[config.mk]
export PLATFORM = sky130hd
export DESIGN_NAME = biquad_filter_section_core
export DESIGN_NICKNAME = d
export VERILOG_FILES = /design/src/rtl/bfs_pkg.sv /design/src/rtl/biquad_filter_section_core.sv /design/src/rtl/bfs_mul.sv /design/src/rtl/bfs_seq.sv
export SDC_FILE = /design/constraint.sdc
export NUM_CORES = 2
export LEC_CHECK = 0
export BUFFER_PORTS_ARGS = -buffer_cell sky130_fd_sc_hd__buf_2
export CAP_MARGIN = 20
export CORE_MARGIN = 4
export CORE_UTILIZATION = 55
export CTS_BUF_LIST = sky130_fd_sc_hd__clkbuf_16
export DETAILED_ROUTE_END_ITERATION = 10
export PLACE_DENSITY = 0.71
export SLEW_MARGIN = 5
export SYNTH_ARGS = -nofsm -noshare
export SYNTH_HDL_FRONTEND = slang
export SYNTH_SLANG_ARGS = --single-unit
[constraint.sdc]
create_clock -name clk -period 28.3 [get_ports clk]
set_input_delay 5.66 -clock clk [delete_from_list [all_inputs] [get_ports clk]]
set_output_delay 5.66 -clock clk [all_outputs]
set_load 0.005 [all_outputs]
[src/rtl/bfs_pkg.sv]
// ----------------------------------------------------------------------------
// bfs_pkg
// Shared types and constants for the biquad filter section: widths,
// register indexes and the control word from sequencer to datapath.
// ----------------------------------------------------------------------------
package bfs_pkg;

	// default sample and coefficient widths
	localparam int BFS_SAMPLE_WIDTH = 24;
	localparam int BFS_COEF_WIDTH   = 32;

	// delay state width, fraction bits match the sample format
	localparam int STATE_WIDTH = 48;

	// coefficients carry four integer bits (sign included)
	localparam int COEF_INT_BITS = 4;

	// configuration register indexes
	localparam int CFG_IDX_W = 3;
	localparam logic [CFG_IDX_W-1:0] REG_FEED_COEF_0 = 3'd0;
	localparam logic [CFG_IDX_W-1:0] REG_FEED_COEF_1 = 3'd1;
	localparam logic [CFG_IDX_W-1:0] REG_FEED_COEF_2 = 3'd2;
	localparam logic [CFG_IDX_W-1:0] REG_BACK_COEF_1 = 3'd3;
	localparam logic [CFG_IDX_W-1:0] REG_BACK_COEF_2 = 3'd4;

	// operand pair fed to the shared multiplier
	typedef enum logic [2:0] {
		OP_B0X,
		OP_B1X,
		OP_B2X,
		OP_A1Y,
		OP_A2Y
	} mul_op_t;

	// what the shared adder does with the rounded product
	typedef enum logic [2:0] {
		ACC_NONE,
		ACC_Y,
		ACC_D1_INIT,
		ACC_D2_INIT,
		ACC_D1_SUB,
		ACC_D2_SUB
	} acc_op_t;

	// control word from the sequencer
	typedef struct packed {
		logic    mul_en;
		mul_op_t mul_op;
		acc_op_t acc_op;
		logic    finish;
	} ctrl_t;

endpackage

[src/rtl/biquad_filter_section_core.sv]
// ----------------------------------------------------------------------------
// biquad_filter_section_core
// One second-order IIR section, transposed direct form II, Q1.23 samples,
// Q3.28 coefficients, 48-bit delay state, rounded products, saturated output.
// An accepted request steps the sequencer through M0 to M4, A4 and DONE; the
// result then goes to the output register. A new request is taken only in idle,
// as the five products share one multiplier and adder; a stalled output holds DONE.
// A finished result may wait in the output register while the next request
// is taken. Reset clears coefficients, delay state and all valid flags.
// ----------------------------------------------------------------------------
module biquad_filter_section_core
	import bfs_pkg::*;
#(
	parameter int SAMPLE_WIDTH = BFS_SAMPLE_WIDTH,
	parameter int COEF_WIDTH   = BFS_COEF_WIDTH
) (
	input  logic                           clk,
	input  logic                           arst_n,
	// configuration
	input  logic                           cfg_wr,
	input  logic [CFG_IDX_W-1:0]           cfg_index,
	input  logic [COEF_WIDTH-1:0]          cfg_data,
	// input channel
	input  logic                           in_valid,
	output logic                           in_stall,
	input  logic signed [SAMPLE_WIDTH-1:0] sample_in,
	// output channel
	output logic                           out_valid,
	input  logic                           out_stall,
	output logic signed [SAMPLE_WIDTH-1:0] sample_out,
	output logic                           clipped
);

	localparam int ACC_W = STATE_WIDTH + 2;

	logic signed [COEF_WIDTH-1:0]   b0_q, b1_q, b2_q, a1_q, a2_q;
	logic signed [STATE_WIDTH-1:0]  d1_q, d2_q;
	logic signed [SAMPLE_WIDTH-1:0] x_q, y_q;
	logic                           clip_q;
	logic signed [ACC_W-1:0]        acc1_q, acc2_q;
	logic                           out_valid_q;
	logic signed [SAMPLE_WIDTH-1:0] sample_out_q;
	logic                           clipped_q;

	logic                           busy, accept, out_free;
	ctrl_t                          ctrl;
	logic signed [COEF_WIDTH-1:0]   mul_coef;
	logic signed [SAMPLE_WIDTH-1:0] mul_opnd;
	logic signed [STATE_WIDTH-1:0]  rounded;
	logic signed [ACC_W-1:0]        add_a, add_b, add_sum;
	logic                           add_sub;
	logic signed [SAMPLE_WIDTH-1:0] y_sat;
	logic                           y_clip;
	logic signed [STATE_WIDTH-1:0]  d1_sat, d2_sat;

	assign accept   = in_valid && !in_stall;
	assign in_stall = busy;
	assign out_free = !out_valid_q || !out_stall;

	// sequencer
	bfs_seq u_seq (
		.clk      (clk),
		.arst_n   (arst_n),
		.start    (accept),
		.out_free (out_free),
		.busy     (busy),
		.ctrl     (ctrl)
	);

	// coefficient registers
	always_ff @(posedge clk or negedge arst_n) begin
		if (!arst_n) begin
			b0_q <= '0;
			b1_q <= '0;
			b2_q <= '0;
			a1_q <= '0;
			a2_q <= '0;
		end else if (cfg_wr) begin
			unique case (cfg_index)
				REG_FEED_COEF_0: b0_q <= cfg_data;
				REG_FEED_COEF_1: b1_q <= cfg_data;
				REG_FEED_COEF_2: b2_q <= cfg_data;
				REG_BACK_COEF_1: a1_q <= cfg_data;
				REG_BACK_COEF_2: a2_q <= cfg_data;
				default: begin
				end
			endcase
		end
	end

	// multiplier operand select
	always_comb begin
		unique case (ctrl.mul_op)
			OP_B0X: begin mul_coef = b0_q; mul_opnd = x_q; end
			OP_B1X: begin mul_coef = b1_q; mul_opnd = x_q; end
			OP_B2X: begin mul_coef = b2_q; mul_opnd = x_q; end
			OP_A1Y: begin mul_coef = a1_q; mul_opnd = y_q; end
			OP_A2Y: begin mul_coef = a2_q; mul_opnd = y_q; end
			default: begin mul_coef = b0_q; mul_opnd = x_q; end
		endcase
	end

	// shared multiplier with rounding
	bfs_mul #(
		.SAMPLE_WIDTH (SAMPLE_WIDTH),
		.COEF_WIDTH   (COEF_WIDTH)
	) u_mul (
		.clk     (clk),
		.en      (ctrl.mul_en),
		.coef    (mul_coef),
		.opnd    (mul_opnd),
		.rounded (rounded)
	);

	// shared adder operand select
	always_comb begin
		add_a   = '0;
		add_sub = 1'b0;
		unique case (ctrl.acc_op)
			ACC_NONE:    add_a = '0;
			ACC_Y:       add_a = ACC_W'(d1_q);
			ACC_D1_INIT: add_a = ACC_W'(d2_q);
			ACC_D2_INIT: add_a = '0;
			ACC_D1_SUB:  begin add_a = acc1_q; add_sub = 1'b1; end
			ACC_D2_SUB:  begin add_a = acc2_q; add_sub = 1'b1; end
			default:     add_a = '0;
		endcase
	end

	assign add_b   = add_sub ? -ACC_W'(rounded) : ACC_W'(rounded);
	assign add_sum = add_a + add_b;

	// output saturation to the sample range
	always_comb begin
		y_clip = !((&add_sum[ACC_W-1:SAMPLE_WIDTH-1]) || !(|add_sum[ACC_W-1:SAMPLE_WIDTH-1]));
		if (!y_clip) begin
			y_sat = add_sum[SAMPLE_WIDTH-1:0];
		end else if (add_sum[ACC_W-1]) begin
			y_sat = {1'b1, {(SAMPLE_WIDTH-1){1'b0}}};
		end else begin
			y_sat = {1'b0, {(SAMPLE_WIDTH-1){1'b1}}};
		end
	end

	// state saturation to 48 bits
	always_comb begin
		if ((&acc1_q[ACC_W-1:STATE_WIDTH-1]) || !(|acc1_q[ACC_W-1:STATE_WIDTH-1])) begin
			d1_sat = acc1_q[STATE_WIDTH-1:0];
		end else if (acc1_q[ACC_W-1]) begin
			d1_sat = {1'b1, {(STATE_WIDTH-1){1'b0}}};
		end else begin
			d1_sat = {1'b0, {(STATE_WIDTH-1){1'b1}}};
		end
		if ((&acc2_q[ACC_W-1:STATE_WIDTH-1]) || !(|acc2_q[ACC_W-1:STATE_WIDTH-1])) begin
			d2_sat = acc2_q[STATE_WIDTH-1:0];
		end else if (acc2_q[ACC_W-1]) begin
			d2_sat = {1'b1, {(STATE_WIDTH-1){1'b0}}};
		end else begin
			d2_sat = {1'b0, {(STATE_WIDTH-1){1'b1}}};
		end
	end

	// working registers: sample, output and accumulators
	always_ff @(posedge clk) begin
		if (accept) begin
			x_q <= sample_in;
		end
		unique case (ctrl.acc_op)
			ACC_Y: begin
				y_q    <= y_sat;
				clip_q <= y_clip;
			end
			ACC_D1_INIT, ACC_D1_SUB: acc1_q <= add_sum;
			ACC_D2_INIT, ACC_D2_SUB: acc2_q <= add_sum;
			default: begin
			end
		endcase
	end

	// delay state
	always_ff @(posedge clk or negedge arst_n) begin
		if (!arst_n) begin
			d1_q <= '0;
			d2_q <= '0;
		end else if (ctrl.finish) begin
			d1_q <= d1_sat;
			d2_q <= d2_sat;
		end
	end

	// output register
	always_ff @(posedge clk or negedge arst_n) begin
		if (!arst_n) begin
			out_valid_q <= 1'b0;
		end else if (ctrl.finish) begin
			out_valid_q <= 1'b1;
		end else if (!out_stall) begin
			out_valid_q <= 1'b0;
		end
	end

	always_ff @(posedge clk) begin
		if (ctrl.finish) begin
			sample_out_q <= y_q;
			clipped_q    <= clip_q;
		end
	end

	assign out_valid  = out_valid_q;
	assign sample_out = sample_out_q;
	assign clipped    = clipped_q;

	// checks
	a_busy_after_accept: assert property (@(posedge clk) disable iff (!arst_n)
		accept |=> in_stall)
		else $error("input not stalled while a request is in progress");
	a_finish_valid: assert property (@(posedge clk) disable iff (!arst_n)
		ctrl.finish |=> out_valid)
		else $error("finished result not presented");
	a_no_overwrite: assert property (@(posedge clk) disable iff (!arst_n)
		ctrl.finish |-> !(out_valid_q && out_stall))
		else $error("pending result overwritten");

endmodule

[src/rtl/bfs_mul.sv]
// ----------------------------------------------------------------------------
// bfs_mul
// Shared coefficient by sample multiplier with registered product, then
// round to nearest (half up) into the delay state format.
// ----------------------------------------------------------------------------
module bfs_mul
	import bfs_pkg::*;
#(
	parameter int SAMPLE_WIDTH = BFS_SAMPLE_WIDTH,
	parameter int COEF_WIDTH   = BFS_COEF_WIDTH
) (
	input  logic                          clk,
	input  logic                          en,
	input  logic signed [COEF_WIDTH-1:0]  coef,
	input  logic signed [SAMPLE_WIDTH-1:0] opnd,
	output logic signed [STATE_WIDTH-1:0] rounded
);

	localparam int PROD_W = COEF_WIDTH + SAMPLE_WIDTH;
	localparam int FRAC   = COEF_WIDTH - COEF_INT_BITS;
	localparam int RND_W  = PROD_W - FRAC;
	localparam logic [PROD_W-1:0] HALF = PROD_W'(1) << (FRAC - 1);

	logic signed [PROD_W-1:0] prod_q;
	logic        [PROD_W-1:0] rnd_sum;

	// product register
	always_ff @(posedge clk) begin
		if (en) begin
			prod_q <= $signed(coef) * $signed(opnd);
		end
	end

	// add half an lsb, drop fraction bits, sign extend (at most 28 bits, fits the state)
	assign rnd_sum = prod_q + HALF;
	assign rounded = {{(STATE_WIDTH - RND_W){rnd_sum[PROD_W-1]}}, rnd_sum[PROD_W-1:FRAC]};

endmodule

[src/rtl/bfs_seq.sv]
// ----------------------------------------------------------------------------
// bfs_seq
// Sequencer: steps the shared multiplier and adder through the five
// products of one sample and hands the result to the output register.
// ----------------------------------------------------------------------------
module bfs_seq
	import bfs_pkg::*;
(
	input  logic  clk,
	input  logic  arst_n,
	input  logic  start,
	input  logic  out_free,
	output logic  busy,
	output ctrl_t ctrl
);

	typedef enum logic [2:0] {
		S_IDLE,
		S_M0,
		S_M1,
		S_M2,
		S_M3,
		S_M4,
		S_A4,
		S_DONE
	} state_t;

	state_t state_q;

	// state register
	always_ff @(posedge clk or negedge arst_n) begin
		if (!arst_n) begin
			state_q <= S_IDLE;
		end else begin
			unique case (state_q)
				S_IDLE: if (start) state_q <= S_M0;
				S_M0:   state_q <= S_M1;
				S_M1:   state_q <= S_M2;
				S_M2:   state_q <= S_M3;
				S_M3:   state_q <= S_M4;
				S_M4:   state_q <= S_A4;
				S_A4:   state_q <= S_DONE;
				S_DONE: if (out_free) state_q <= S_IDLE;
				default: state_q <= S_IDLE;
			endcase
		end
	end

	// control decode: multiply step k while accumulating step k-1
	always_comb begin
		ctrl.mul_en = 1'b0;
		ctrl.mul_op = OP_B0X;
		ctrl.acc_op = ACC_NONE;
		ctrl.finish = 1'b0;
		unique case (state_q)
			S_IDLE: begin
			end
			S_M0: begin
				ctrl.mul_en = 1'b1;
				ctrl.mul_op = OP_B0X;
			end
			S_M1: begin
				ctrl.mul_en = 1'b1;
				ctrl.mul_op = OP_B1X;
				ctrl.acc_op = ACC_Y;
			end
			S_M2: begin
				ctrl.mul_en = 1'b1;
				ctrl.mul_op = OP_B2X;
				ctrl.acc_op = ACC_D1_INIT;
			end
			S_M3: begin
				ctrl.mul_en = 1'b1;
				ctrl.mul_op = OP_A1Y;
				ctrl.acc_op = ACC_D2_INIT;
			end
			S_M4: begin
				ctrl.mul_en = 1'b1;
				ctrl.mul_op = OP_A2Y;
				ctrl.acc_op = ACC_D1_SUB;
			end
			S_A4: begin
				ctrl.acc_op = ACC_D2_SUB;
			end
			S_DONE: begin
				ctrl.finish = out_free;
			end
			default: begin
			end
		endcase
	end

	assign busy = (state_q != S_IDLE);

	// a request is only taken when idle, and a busy pass always ends in done
	a_start_idle: assert property (@(posedge clk) disable iff (!arst_n)
		start && !busy |=> state_q == S_M0)
		else $error("sequencer did not start on request");
	a_done_after_a4: assert property (@(posedge clk) disable iff (!arst_n)
		state_q == S_A4 |=> state_q == S_DONE)
		else $error("sequencer skipped the done step");

endmodule

# Yosys cells after proc, flatten, opt, wreduce, memory -nomap -nowiden
# Cells that the tools add are included.
totals:
  wordCells: 94
  reg_bits: 490
op_classes:
  eq_ne: 23
  muxes: 19
  addsub: 3
  reduce_logical: 31
  n_mul: 1
ops:
  columns: ["cell", "n"]
  rows:
  - ["50-bit case mux with 4 select lines", 1]
  - ["48-bit 2-to-1 mux", 4]
  - ["32-bit case mux with 4 select lines", 1]
  - ["24-bit 2-to-1 mux", 3]
  - ["56-bit by 28-bit adder with 56-bit output (second input constant)", 1]
  - ["32-bit by 24-bit multiplier with 56-bit output", 1]
  - ["50-bit adder", 1]
  - ["50-bit 2-to-1 mux", 1]
  - ["28-bit negator with 50-bit output", 1]
  - ["27-bit AND reduction", 1]
  - ["27-bit OR reduction", 1]
  - ["3-bit by 2-bit equality test with 1-bit output (second input constant)", 8]
  - ["3-bit equality test (second input constant)", 8]
  - ["3-bit case mux with 8 select lines", 1]
  - ["4-bit case mux with 5 select lines", 1]
  - ["3-bit case mux with 5 select lines", 1]
  - ["3-bit by 1-bit equality test with 1-bit output (second input constant)", 4]
  - ["2-bit AND reduction", 6]
  - ["2-bit OR reduction", 4]
  - ["1-bit logical NOT", 7]
  - ["3-bit logical NOT", 2]
  - ["3-bit 2-to-1 mux", 2]
  - ["3-bit AND reduction", 2]
  - ["3-bit OR reduction", 2]
  - ["6 further kinds", 13]

# Depth between registers and ports, before layout
depth:
  ltp_word: 11
  mapped_depth: 37
  ltp_nobuf: 33

# Modules after synthesis
# A second synthesis with hierarchy kept.
hier_totals:
  hier_cells: 5142
  area_unflattened_um2: 50633.6
modules_own_cells:
  columns: ["module", "area_per_inst_um2", "cells_each", "n_inst", "seq_area_each_um2"]
  rows:
  - ["bfs_mul", 27898.0, 2980, 1, 870.8]
  - ["biquad_filter_section_core", 22487.8, 2134, 1, 11656.2]
  - ["bfs_seq", 247.7, 28, 1, 75.1]

# Worst setup path after synthesis
# Ideal clock, no wire load.
synth_timing:
  path_kind: "flip-flop to flip-flop"
  from: "reg u_seq.state_q[1]"
  to: "reg u_mul.prod_q[55], data pin"
  path_slack_ns: 19.318
  stages_incl_launch_ff: 35
  synth_period_minus_slack_ns: 8.982
  setup_time_ns: 0.138
  t_arrival_ns: 8.844
  cell_sequence: "dfrtp_1 inv_1 ha_1 buf_4 xnor2_1 a21oi_1 buf_1 buf_1 buf_1 mux2i_1 nor2_1 fa_1 inv_1 fa_1 inv_1 fa_1 fa_1 fa_1 fa_1 inv_1 fa_1 inv_1 ha_1 a21o_1 a21oi_1 o21ai_0 o211ai_1 a31oi_1 or4_4 nand3_2 a21oi_2 o41ai_4 o31ai_2 a2111o_1 nand4_1"
synth_via:
  elab_chain_cells: 6
synth_rtl:
  columns: ["element", "line_no", "rtl"]
  rows:
  - ["from (decl)", "bfs_seq.sv:28", "state_t state_q;"]
  - ["from (signal assigned)", "bfs_seq.sv:33", "state_q <= S_IDLE;"]
  - ["from (signal assigned)", "bfs_seq.sv:36", "S_IDLE: if (start) state_q <= S_M0;"]
  - ["from (signal assigned)", "bfs_seq.sv:37", "S_M0: state_q <= S_M1;"]
  - ["3-bit equality test, or another cell as far along", "bfs_seq.sv:55", "unique case (state_q)"]
  - ["4-bit case mux with 5 select lines (*)", "bfs_seq.sv:55", null]
  - ["3-bit equality test / 3-bit by 2-bit equality test with 1-bit output (equally long branches)", "biquad_filter_section_core.sv:93", "unique case (ctrl.mul_op)"]
  - ["2-bit OR reduction (no line)", null, null]
  - ["24-bit 2-to-1 mux", "biquad_filter_section_core.sv:93", null]
  - ["32-bit by 24-bit multiplier with 56-bit output (*)", "bfs_mul.sv:30", "prod_q <= $signed(coef) * $signed(opnd);"]
  - ["to (signal assigned)", "bfs_mul.sv:30", null]
  - ["to (decl)", "bfs_mul.sv:24", "logic signed [PROD_W-1:0] prod_q;"]
# Mark *: on every way between the ends. The rest lies on a longest branch, timed or not.
# A chain may end at the register's enable or synchronous reset.

# Worst setup path after layout
# Same ends and word-level chain as after synthesis.

==> results.yml <==
final_layout:
  n_fill_cell: 7463
  synthToLayoutAreaGrowth_pct: 7.051
  drive_above_1_share_pct: 10.04
  finalNonFillerCells: 6210
  fin_area_um2: 52710
  nNetsFinal: 6051
yosys:
  synth-edff-count: 203
  synth_top_area_share_pct: 31.83
  syn_inst: 5035
  syn_nets: 6084
  yosysSeqAreaShare_pct: 25.59
  synthFlopType: "dfrtp_1"
  synth.area.top_cells: "fa_1 32%, dfrtp_1 13%, edfxtp_1 12%"
  async_reset_ff_share_pct: 56.16
  yosys.area.top_type: "fa_1"
  syn_avg_cell_area_um2: 9.779
  yosysWarnings: 0
  yosysUniqueCellTypes: 85
  synth_area_um2: 49240
  ys_seq_elements: 463
drt:
  wl_met2_um: 64100
  wl_met1_um: 55880
  wire_per_inst_um: 22.83
  wl_um: 141800
  vias: 37231
  wl_met3_um: 14950
  drt-pass1-iter-count: 10
  maxUsedRoutingLayer: "met5"
  first_iter_violations: 4071
  drcViolationCount: 0
  ant_nets: 0
  routed_via_density: 5.995
sta:
  clock.fmax_mhz: 96.65
  fin_worst_skew_ns: 0.04783
  finalSetupViolations: 0
  finalHoldViolCount: 0
  min_period_ns: 10.35
  min_period_over_period_pct: 36.56
  slew_violations: 0
  relSlewSlack_pct: 26.42
  fin_setup_tns_ns: 0
  tightest_slew_ns: 1.104
  rsz0062_at_grt: "false"
clock_tree:
  cts_tree: "yes"
  cts-buffers-inserted: 50
  clk_pin_slew_ns: 0.06
  ctsHoldBuffers: 0
  h-tree-depth: 2
  cts_resized: 0
  clock-root-buffer: "clkbuf_16"
  clock_latency_ns: 0.63
  clock-sinks: 463
  cts_setup_buffers: 0
  clockBufferDepth: 3
min_path:
  holdPathStages: 0
  hp-class: "flip-flop to flip-flop"
setup_path:
  cp_max_fo: 47
  cp_num_cells: 28
  slowest_stage: "fa_1"
  max_stage_delay_ns: 0.97
  worstPathArrival_ns: 10.83
  rr_worst_depth: 28
  crit_family: "adder cells"
  path_class: "flip-flop to flip-flop"
  worst_setup_path_start_kind: "flip-flop"
  cp.required_ns: 28.78
  crit_buf_inv: 5
  crit_path_end_kind: "flip-flop"
  cp_common_cell: "fa_1"
place:
  globalplace.congestion: 0.9460
  numPlacedInstances: 6114
  io_buffers: 90
  place.detailed.hpwl_um: 106100
  postPlaceCellArea_um2: 51030
floorplan:
  dieWidth_um: 307.2
  rows: 109
  boundaryPins: 91
  die_area_um2: 94380
  start_util_pct: 55.55
  core_area_um2: 88650
  fp.dieH_um: 307.2
global_routing:
  grt_pass1_vias: 38474
  grt.overflow.total: 0
  grt_pass1_wl_um: 222000
  grt_usage_pct: 30.65
  antenna_found_initial: 10
  grt_max_degree: 165
run_status:
  outcome: "complete, no violations"
flow_run:
  max-cap-violations: 0
[path summary, 6_finish.rpt]
check | from | end | slack [ns]
setup / recovery | u_seq.state_q[1] | u_mul.prod_q[55] | 17.95
hold / removal | clip_q | clipped | 0.42
setup reg to reg | u_seq.state_q[1] | u_mul.prod_q[55] | 17.95
hold reg to reg | clip_q | clipped | 0.42
max in group asynchronous | arst_n | d2_q[24] | 21.67
min in group asynchronous | arst_n | a2_q[28] | 5.08
[synthesized netlist by cell type, types with 28 or more instances]
cell type,instances
a31oi_1,34
nand2_1,717
xnor2_1,89
a21oi_1,127
fa_1,783
edfxtp_1,203
nor2_1,563
a21o_1,42
dfrtp_1,260
xor2_1,35
a221o_1,33
a22oi_1,35
a222oi_1,47
mux2_2,181
nor3_1,29
ha_1,202
a221oi_1,32
nand4_1,29
nand3_1,37
inv_1,801
o21ai_0,158
clkbuf_1,223
mux2i_1,28
[per-layer routing]
layer | GRT usage, % | up-vias
li1 | - | 16079
met1 | 42.52 | 18861
met2 | 47.78 | 1923
met3 | 6.286 | 364
met4 | 12.52 | 4
met5 | 0 | -
[stage by stage]
stage          hold WS (ns)  worst slack (ns)  utilization (%)
4_1_cts              0.4205             18.02            59.45
5_1_grt              0.4456             17.25            59.46
6_report             0.4241             17.95            59.46
3_3_place_gp         0.4062             18.13            57.57
2_1_floorplan        0.4003             19.32                -
3_5_place_dp         0.4052             18.09            57.57
[cell type report]
| class | count | area, um^2 | area share [%] |
|---|---|---|---|
| sequential | 463 | 12600 | 23.91 |
| tap | 1165 | 1458 | 2.765 |
| multi-input combinational | 3509 | 32850 | 62.32 |
| timing repair buffer | 177 | 1126 | 2.136 |
| clock buffer | 51 | 1276 | 2.421 |
| inverter | 801 | 3007 | 5.704 |
| clock inverter | 41 | 387.9 | 0.7358 |
| antenna | 3 | 7.507 | 0.01424 |
[placed cells by master, fill, tap and decap left out, types with 7 or more instances in the layout]
cell type | Yosys | final
a221o_1 | 33 | 33
a222oi_1 | 47 | 47
o211ai_1 | 14 | 14
clkbuf_16 | 0 | 51
a21oi_1 | 127 | 126
o21a_1 | 19 | 19
mux2i_1 | 28 | 18
or3_1 | 8 | 8
o21bai_1 | 17 | 16
dfrtp_1 | 260 | 260
xnor2_1 | 89 | 89
nand4_1 | 29 | 29
ha_1 | 202 | 202
a221oi_1 | 32 | 32
edfxtp_1 | 203 | 203
xor2_1 | 35 | 35
clkinv_1 | 0 | 9
a21o_1 | 42 | 41
nand2_1 | 717 | 717
nor2b_1 | 16 | 15
buf_4 | 6 | 86
a22oi_1 | 35 | 35
nor3_1 | 29 | 28
mux2_2 | 181 | 181
a211oi_1 | 19 | 17
inv_1 | 801 | 812
fa_1 | 783 | 783
nand2b_1 | 21 | 21
a31oi_1 | 34 | 34
nand3_1 | 37 | 36
a21boi_0 | 7 | 7
o21ai_0 | 158 | 158
buf_2 | 14 | 89
nor2_1 | 563 | 557
or2_2 | 22 | 22
and4_1 | 10 | 10
and3_1 | 24 | 24
and2_1 | 25 | 24
[logic make-up after synthesis]
| family | Yosys count | synth area share [%] |
|---|---|---|
| flip-flops | 463 | 25.59 |
| XOR/XNOR | 126 | 2.272 |
| adder cells (fa/ha/maj) | 985 | 36.97 |
| AND/OR/NAND/NOR | 1535 | 13.09 |
| AO/OA/AOI/OAI | 654 | 9.186 |
| buffers and inverters | 1063 | 8.185 |
| multiplexers | 209 | 4.709 |
[sequential cells by signal, indices dropped and copies added, names as in the netlist]
| name | flops |
|---|---|
| sample_out | 24 |
| clip_q | 1 |
| b0_q | 32 |
| d1_q | 48 |
| u_seq.state_q | 3 |
| acc1_q | 50 |
| clipped | 1 |
| d2_q | 48 |
| u_mul.prod_q | 29 |
| y_q | 24 |
| a1_q | 32 |
| a2_q | 32 |
| b2_q | 32 |
| b1_q | 32 |
| out_valid | 1 |
| acc2_q | 50 |
| x_q | 24 |
Power is not shown: default switching activity piles up to over one toggle a cycle in this logic, so the estimate is an artifact.
